$ cat config.mk
export PLATFORM = sky130hd
export DESIGN_NAME = hangul_encoding_detector
export DESIGN_NICKNAME = d
export VERILOG_FILES = /design/src/rtl/hed_pkg.sv /design/src/rtl/hed_classify.sv /design/src/rtl/hangul_encoding_detector.sv
export SDC_FILE = /design/constraint.sdc
export NUM_CORES = 1
export LEC_CHECK = 0
export ABC_AREA = 1
export BUFFER_PORTS_ARGS = -buffer_cell sky130_fd_sc_hd__buf_2
export CAP_MARGIN = 10
export CORE_MARGIN = 8
export CORE_UTILIZATION = 46
export DETAILED_ROUTE_END_ITERATION = 8
export PLACE_DENSITY = 0.7
export SYNTH_ARGS = -nofsm -noshare
export SYNTH_HDL_FRONTEND = slang
export SYNTH_SLANG_ARGS = --single-unit
$ cat constraint.sdc
create_clock -name aclk -period 6.8 [get_ports aclk]
set_input_delay 1.02 -clock aclk [delete_from_list [all_inputs] [get_ports aclk]]
set_output_delay 1.02 -clock aclk [all_outputs]
set_load 0.05 [all_outputs]
$ cat src/rtl/hed_pkg.sv
// package of the hangul encoding detector: widths, code tables, classification functions
// no dependencies; imported by hed_classify and hangul_encoding_detector
`timescale 1ns / 1ps

package hed_pkg;

    localparam int CNT_W   = 14;
    localparam int LIMIT_W = 15;
    localparam int TLEN_W  = 16;

    typedef logic [15:0]      code_t;
    typedef logic [CNT_W-1:0] cnt_t;

    localparam cnt_t SCAN_LIMIT = 14'd10240;
    localparam cnt_t CNT_MAX    = 14'd16383;

    // 65535 / 3
    localparam logic [LIMIT_W-1:0] LIMIT_RESET = 15'd21845;
    // floor(x / 3) = (x * 43691) >> 17, exact for 16-bit x
    localparam logic [16:0] DIV3_MUL   = 17'd43691;
    localparam int          DIV3_SHIFT = 17;

    typedef struct packed {
        logic skip;   // shared code, not voted
        logic ks;     // votes wansung, else johab
    } cls_t;

    localparam code_t JOHAB_SET [48] = '{
        16'h8877, 16'h8969, 16'h89a1, 16'h8b71, 16'h8fa1, 16'h9281, 16'h9c61, 16'h9e81,
        16'ha061, 16'ha0f5, 16'ha2a1, 16'ha3a8, 16'ha4e1, 16'ha4e5, 16'ha4f1, 16'ha5c1,
        16'ha7a1, 16'ha8b1, 16'haca1, 16'hace1, 16'hace2, 16'hace3, 16'hace4, 16'hace5,
        16'hace6, 16'hace7, 16'hace8, 16'hace9, 16'hb3a2, 16'hb4a1, 16'hb4a2, 16'hb4e1,
        16'hb4f1, 16'hb4f4, 16'hb541, 16'hb5e1, 16'hb765, 16'hb8e5, 16'hb941, 16'hb9a1,
        16'hb9a5, 16'hb9c1, 16'hc561, 16'hc7a1, 16'hcfa1, 16'hdbad, 16'hdccf, 16'he7e6
    };

    localparam code_t SHARED_SKIP [12] = '{
        16'hbba1, 16'hb7a1, 16'hb4e5, 16'hb7b6, 16'hb4f6, 16'hb8e1,
        16'hb1c1, 16'hbaa1, 16'hbba5, 16'hb6a1, 16'hb6e1, 16'ha1a1
    };

    function automatic logic in_rng(code_t c, code_t a, code_t b);
        return (c >= a) && (c <= b);
    endfunction

    function automatic logic open_rng(code_t c, code_t a, code_t b);
        return (c > a) && (c < b);
    endfunction

    // high byte in h0 .. h0+n-1, low byte in a1 .. fe
    function automatic logic han_block(code_t c, logic [7:0] h0, logic [7:0] n);
        logic [8:0] top;
        top = {1'b0, h0} + {1'b0, n};
        return (c[15:8] >= h0) && ({1'b0, c[15:8]} < top) &&
               (c[7:0] > 8'ha0) && (c[7:0] < 8'hff);
    endfunction

    function automatic logic is_johab_forced(code_t c);
        logic hit;
        hit = 1'b0;
        for (int i = 0; i < 48; i++) begin
            if (JOHAB_SET[i] == c) hit = 1'b1;
        end
        hit = hit ||
              in_rng(c, 16'hd000, 16'hd3ff) || in_rng(c, 16'hdda1, 16'hde98) ||
              in_rng(c, 16'hdba1, 16'hdbc8) || in_rng(c, 16'hc500, 16'hc5ff) ||
              in_rng(c, 16'hb700, 16'hb7cd) || in_rng(c, 16'hb7cf, 16'hb7ff) ||
              in_rng(c, 16'hda00, 16'hdaff) || in_rng(c, 16'hd9b0, 16'hd9cf) ||
              in_rng(c, 16'hd4b0, 16'hd4cf);
        return hit && (c != 16'hb7e7);
    endfunction

    function automatic logic is_skipped(code_t c);
        logic hit;
        hit = (c >= 16'hb500) && (c < 16'hb5ff) &&
              (c != 16'hb5a5) && (c != 16'hb5e1) && (c != 16'hb541);
        for (int i = 0; i < 12; i++) begin
            if (SHARED_SKIP[i] == c) hit = 1'b1;
        end
        return hit;
    endfunction

    function automatic logic ks_shape(code_t c);
        return open_rng(c, 16'ha1a2, 16'ha1ff) || open_rng(c, 16'ha2a0, 16'ha2e6) ||
               open_rng(c, 16'ha3a0, 16'ha3ff) || open_rng(c, 16'ha4a0, 16'ha4ff) ||
               open_rng(c, 16'ha5a0, 16'ha5f9) || open_rng(c, 16'ha6a0, 16'ha6e5) ||
               open_rng(c, 16'ha7a0, 16'ha7f0) || open_rng(c, 16'ha8a0, 16'ha8ff) ||
               open_rng(c, 16'ha9a0, 16'ha9ff) || open_rng(c, 16'haaa0, 16'haaf4) ||
               open_rng(c, 16'haba0, 16'habf7) || open_rng(c, 16'haca0, 16'hacc2) ||
               open_rng(c, 16'hacd0, 16'hacf2) || (c == 16'haec2) ||
               open_rng(c, 16'hadd0, 16'hadff) ||
               han_block(c, 8'hb0, 8'd16) || han_block(c, 8'hc0, 8'd9) ||
               (c == 16'hb8ae) || (c == 16'hb7e7) ||
               han_block(c, 8'hca, 8'd6) || han_block(c, 8'hd0, 8'd16) ||
               han_block(c, 8'he0, 8'd16) || han_block(c, 8'hf0, 8'd14);
    endfunction

endpackage

$ cat src/rtl/hed_classify.sv
// code classifier of the hangul encoding detector: skip test and wansung/johab vote
// depends on hed_pkg
`timescale 1ns / 1ps

module hed_classify (
    input  hed_pkg::code_t code,
    output hed_pkg::cls_t  cls
);
    import hed_pkg::*;

    always_comb begin
        cls.skip = is_skipped(code);
        cls.ks   = ks_shape(code) && !is_johab_forced(code);
    end

endmodule

$ cat src/rtl/hangul_encoding_detector.sv
// hangul encoding detector: votes wansung (KS) against johab (KSSM) over a byte stream
// the last byte passes through the input register, and its result is written into the output register
// throughput: one byte per cycle; a last byte waits only while the previous result is not taken
// reset (aresetn low, synchronous) clears the scan counts and both valid flags, and sets the limit to 21845
// depends on hed_pkg and hed_classify
`timescale 1ns / 1ps

module hangul_encoding_detector (
    input  logic        aclk,
    input  logic        aresetn,
    // configuration: text_length
    input  logic        cfg_valid,
    output logic        cfg_ready,
    input  logic [15:0] cfg_data,
    // byte stream in
    input  logic        s_tvalid,
    output logic        s_tready,
    input  logic [7:0]  s_tdata,    // text_byte
    input  logic        s_tlast,    // last_byte
    // result out
    output logic        m_tvalid,
    input  logic        m_tready,
    output logic [47:0] m_tdata,    // ks_bytes[13:0], kssm_bytes[27:14], other_bytes[41:28], zeros
    output logic        m_tuser     // is_ks
);
    import hed_pkg::*;

    // early stop threshold, text_length / 3 taken at the write
    logic [LIMIT_W-1:0] limit_reg;
    logic [32:0]        div3_prod;

    // input register
    logic       in_vld_reg;
    logic [7:0] in_byte_reg;
    logic       in_last_reg;

    // scan state
    logic       lead_pend_reg, lead_pend_next;
    logic [7:0] lead_reg,      lead_next;
    cnt_t       ks_reg,        ks_next;
    cnt_t       kssm_reg,      kssm_next;
    cnt_t       cons_reg,      cons_next;
    logic       fin_reg,       fin_next;

    // output register
    logic       out_vld_reg;
    cnt_t       out_ks_reg, out_kssm_reg, out_other_reg;
    logic       out_isks_reg;

    logic       advance;
    code_t      code;
    cls_t       cls;
    cnt_t       cons_inc, ks_inc, kssm_inc;
    cnt_t       pair_sum;
    logic [14:0] coded;
    cnt_t       other;

    assign cfg_ready = 1'b1;
    assign div3_prod = {17'd0, cfg_data} * {16'd0, DIV3_MUL};

    always_ff @(posedge aclk) begin
        if (!aresetn) begin
            limit_reg <= LIMIT_RESET;
        end else if (cfg_valid) begin
            limit_reg <= div3_prod[DIV3_SHIFT +: LIMIT_W];
        end
    end

    // a byte in the input register moves on unless it would produce a result
    // while the previous result still waits
    assign advance  = in_vld_reg && (!in_last_reg || !out_vld_reg || m_tready);
    assign s_tready = !in_vld_reg || advance;

    always_ff @(posedge aclk) begin
        if (!aresetn) begin
            in_vld_reg <= 1'b0;
        end else if (s_tready) begin
            in_vld_reg <= s_tvalid;
        end
    end

    always_ff @(posedge aclk) begin
        if (s_tready && s_tvalid) begin
            in_byte_reg <= s_tdata;
            in_last_reg <= s_tlast;
        end
    end

    // code formed from the pending lead byte and the current byte
    assign code = {lead_reg, in_byte_reg};

    hed_classify u_classify (
        .code (code),
        .cls  (cls)
    );

    // byte count saturates; code counts stay far below their width
    assign cons_inc = (cons_reg == CNT_MAX) ? cons_reg : cons_reg + 14'd1;
    assign ks_inc   = ks_reg + 14'd1;
    assign kssm_inc = kssm_reg + 14'd1;

    always_comb begin
        lead_pend_next = lead_pend_reg;
        lead_next      = lead_reg;
        ks_next        = ks_reg;
        kssm_next      = kssm_reg;
        cons_next      = cons_reg;
        fin_next       = fin_reg;
        if (!fin_reg) begin
            cons_next = cons_inc;
            if (!lead_pend_reg) begin
                if (in_byte_reg[7]) begin
                    // lead byte past the scan limit ends counting
                    if (cons_inc > SCAN_LIMIT) begin
                        fin_next = 1'b1;
                    end else if (!in_last_reg) begin
                        lead_pend_next = 1'b1;
                        lead_next      = in_byte_reg;
                    end
                end
            end else begin
                lead_pend_next = 1'b0;
                lead_next      = 8'd0;
                if (!cls.skip) begin
                    if (cls.ks) begin
                        ks_next = ks_inc;
                        if ({1'b0, ks_inc} >= limit_reg) fin_next = 1'b1;
                    end else begin
                        kssm_next = kssm_inc;
                        if ({1'b0, kssm_inc} >= limit_reg) fin_next = 1'b1;
                    end
                end
            end
        end
    end

    // result from the updated counts
    assign pair_sum = ks_next + kssm_next;
    assign coded    = {pair_sum, 1'b0};
    assign other    = ({1'b0, cons_next} >= coded) ?
                      cnt_t'({1'b0, cons_next} - coded) : '0;

    always_ff @(posedge aclk) begin
        if (!aresetn) begin
            lead_pend_reg <= 1'b0;
            lead_reg      <= 8'd0;
            ks_reg        <= '0;
            kssm_reg      <= '0;
            cons_reg      <= '0;
            fin_reg       <= 1'b0;
        end else if (advance) begin
            if (in_last_reg) begin
                // end of text: back to the start state
                lead_pend_reg <= 1'b0;
                lead_reg      <= 8'd0;
                ks_reg        <= '0;
                kssm_reg      <= '0;
                cons_reg      <= '0;
                fin_reg       <= 1'b0;
            end else begin
                lead_pend_reg <= lead_pend_next;
                lead_reg      <= lead_next;
                ks_reg        <= ks_next;
                kssm_reg      <= kssm_next;
                cons_reg      <= cons_next;
                fin_reg       <= fin_next;
            end
        end
    end

    always_ff @(posedge aclk) begin
        if (!aresetn) begin
            out_vld_reg <= 1'b0;
        end else if (advance && in_last_reg) begin
            out_vld_reg <= 1'b1;
        end else if (m_tready) begin
            out_vld_reg <= 1'b0;
        end
    end

    always_ff @(posedge aclk) begin
        if (advance && in_last_reg) begin
            out_ks_reg    <= {ks_next[CNT_W-2:0], 1'b0};
            out_kssm_reg  <= {kssm_next[CNT_W-2:0], 1'b0};
            out_other_reg <= other;
            // ties go to wansung
            out_isks_reg  <= (ks_next >= kssm_next);
        end
    end

    assign m_tvalid = out_vld_reg;
    assign m_tdata  = {6'd0, out_other_reg, out_kssm_reg, out_ks_reg};
    assign m_tuser  = out_isks_reg;

endmodule

==> results.md <==
- Status: finished, final reports clean
- PortBufs: 72
- Mapped Cells: 2111
- Grt total ovfl: 0
- TritonCTS clock tree: built
- Synth async-reset ratio: 0
- Die X: between 150 and 200 um
- Max stage delay on crit path: between 0.5 and 0.6 ns
- Ant. Diodes: 0
- Share of cells above drive strength 1: 0.0846
- Iter 0 DRT Violations: between 1000 and 1500
- Die H: roughly 200 um
- WP data required: 6.98 ns
- Tmin final: between 6 and 7 ns
- Leading area contributor after synthesis: ha_1
- Share of the synthesized area in the top cell type: 0.166
- Layout Skew: 0.0159 ns
- Reg-to-Reg Start: in_byte_reg[2]
- Critical path capture point type: flip-flop
- CTS sink cnt: about 120
- Area Overhead vs Synth: 10.1%
- Synthesized area per cell: about 7.0 um^2
- Area occupied by multi-input gates: 0.0104 mm^2
- DRT Pass-1 Iters: 5
- H-Tree Depth: 4
- Rel. slew slack: 0.364
- Initial Util: 0.469
- Layout net count: ~2500
- Largest net degree at the start of global routing: 44
- DRC Markers: 0
- CP Launch Point: in_byte_reg[2]
- Synth cell types: 52
- Pwr per Cell Area: around 300 mW/mm^2
- Commonest non-fill, non-tap cell in the layout: nand2_1
- Max FO, Critical Path: 17
- Max reg flops: 15
- Tot Pwr: a little under 5 mW
- Final std cells w/o fill: 2601
- Max Root-Sink Buffers: 2
- Hold Fails Final Rpt: 0
- Detailed placement HPWL: around 39000 um
- EDFF count, synth: 50
- Final setup viols: 0
- Routability congestion estimate: 1.05
- Lkg Pwr: between 8 and 9 nW
- Hold Crit Start: limit_reg[12]
- Clk slew on worst S/H paths: about 0.06 ns
- Register Area: roughly 0.0029 mm^2
- Most frequent cells in the layout: nand2_1 (466), inv_1 (344), nor2_1 (214)
- Vias in the first global route: around 14000
- Final Max Slew Viols: 0
- Routed Antenna Nets: 0
- Rows: 65
- First-pass GRT wire length: roughly 75000 um
- Max-cap violations: 0
- Worst IR drop on VDD: 0.000313 V
- Most Frequent Cell on Critical Path: nand2_1
- Register area share after synthesis: 0.194
- Hold WS: 0.477 ns
- Filler cells: ~3100
- Clk_lat worst skew: around 0.44 ns
- WS Path Type: reg2reg
- Fmax: between 0.15 and 0.2 GHz
- Io pins: slightly above 80
- WP data arrival: roughly 6.5 ns
- Hold buffer count at CTS: 0
- Setup TNS Final: 0 ns
- Synth Warn #: 0
- Clk root buf: clkbuf_16
- Placed Instances: around 2600
- Final WL: 46900 um
- Critical path's slowest cell: edfxtp_1
- Min-delay worst type: reg2reg
- Flop and latch count out of synthesis: 119
- Die ar.: about 0.038 mm^2
- DR WL/cell: between 15 and 20 um
- Startpoint types: flip-flop
- Area of the core: roughly 0.032 mm^2
- Antenna violations before repair: 0
- Final Cycle Share: 0.929
- GRT Util Overall: 0.245
- Vias: between 10000 and 15000
- Top_reg_cell synth: dfxtp_1
- Ranking of synthesized cells by area: ha_1 (17%), nand2_1 (12%), fa_1 (11%)
- CTS Buf Count: 17
- Vias per inst: 5.48
- Slew of the pin with the lowest slew margin: approximately 0.95 ns
- Post-Syn Area: between 0.01 and 0.015 mm^2
[worst max-delay path: cells and delay by family (launching register included)]
kind / cells / cell delay, ns
AOI/OAI and AO/OA: 5 / 0.83
xor gates and xnor gates: 1 / 0.15
adders and majority gates: 3 / 0.91
buffers and inverters: 5 / 0.59
DFF: 1 / 0.57
and+or+nand+nor: 22 / 3.00
[layer usage]
layer / vias up / wire, um / track usage
met4: 0 / 1600 / 0.0960
li1: 7015 / - / -
met3: 92 / 2680 / 0.0365
met2: 483 / 21800 / 0.405
met5: - / 0 / 0
met1: 6653 / 20800 / 0.319
[power by group]
group / internal (mW) / total, mW / switching (mW)
Combinational: 1.12 / 3.11 / 1.99
Sequential: 0.795 / 0.820 / 0.0252
Clock: 0.598 / 0.968 / 0.370
[cells by family (layout without fill, tap and decap cells)]
group	count (synthesis)	count (layout)	synth area share
compound gates	287	287	0.106
xor+xnor	62	62	0.0366
other cells	2	9	0.000506
flops	119	119	0.194
fa+ha+maj	281	281	0.279
buf+inv	409	490	0.108
simple gates	951	951	0.275
[metrics by stage]
step | setup WS, ns | area [um^2] | utilization
after CTS | 0.285 | 16300 | 0.514
after detailed placement | 0.309 | 15700 | 0.495
after global routing | -0.00425 | 16300 | 0.517
after floorplan | 1.17 | 14900 | -
final | 0.480 | 16300 | 0.517
after global placement | 0.365 | 15700 | 0.495
[timing repair]
| action | in CTS | in global routing |
|---|---|---|
| endpoints found under the setup margin | 0 | 14 |
| resized for setup | 0 | 20 |
| buffers inserted | 0 | 2 |
[cell type report]
| class | count | share of cell area |
|---|---|---|
| multi-input cells | 1590 | 0.638 |
| flip-flops and latches | 119 | 0.177 |
| inverters | 358 | 0.0822 |
| repair buffers | 100 | 0.0349 |
| well taps | 402 | 0.0308 |
| clock buffers | 21 | 0.0282 |
| clock inverters | 11 | 0.00896 |
[synthesized netlist by cell type, types with 3 or more instances]
cell,n
o211ai_1,9
nor3b_1,4
nand2_1,468
buf_2,13
nand4_1,50
nor4_1,8
edfxtp_1,50
xor2_1,49
nand3_1,129
inv_1,347
clkbuf_1,24
nand3b_1,3
inv_2,10
or2_2,3
and2_1,5
buf_4,13
dfxtp_1,69
o21bai_1,4
nor2_2,13
nor3_1,35
o21ai_0,76
xnor2_1,13
ha_1,197
fa_1,84
nor2_1,219
o21a_1,7
a221oi_1,4
a21oi_1,153
nor2_4,3
a21o_1,4
a31oi_1,17
nand2_2,3
[final timing paths]
path,slack [ns],to,cells after the start
worst min register to register,0.48,limit_reg[12],2
worst max-delay path,0.48,out_other_reg[5],36
worst min-delay path,0.48,limit_reg[12],2
worst max register to register,0.48,out_other_reg[5],36
Power figures use the tool's default switching activity.
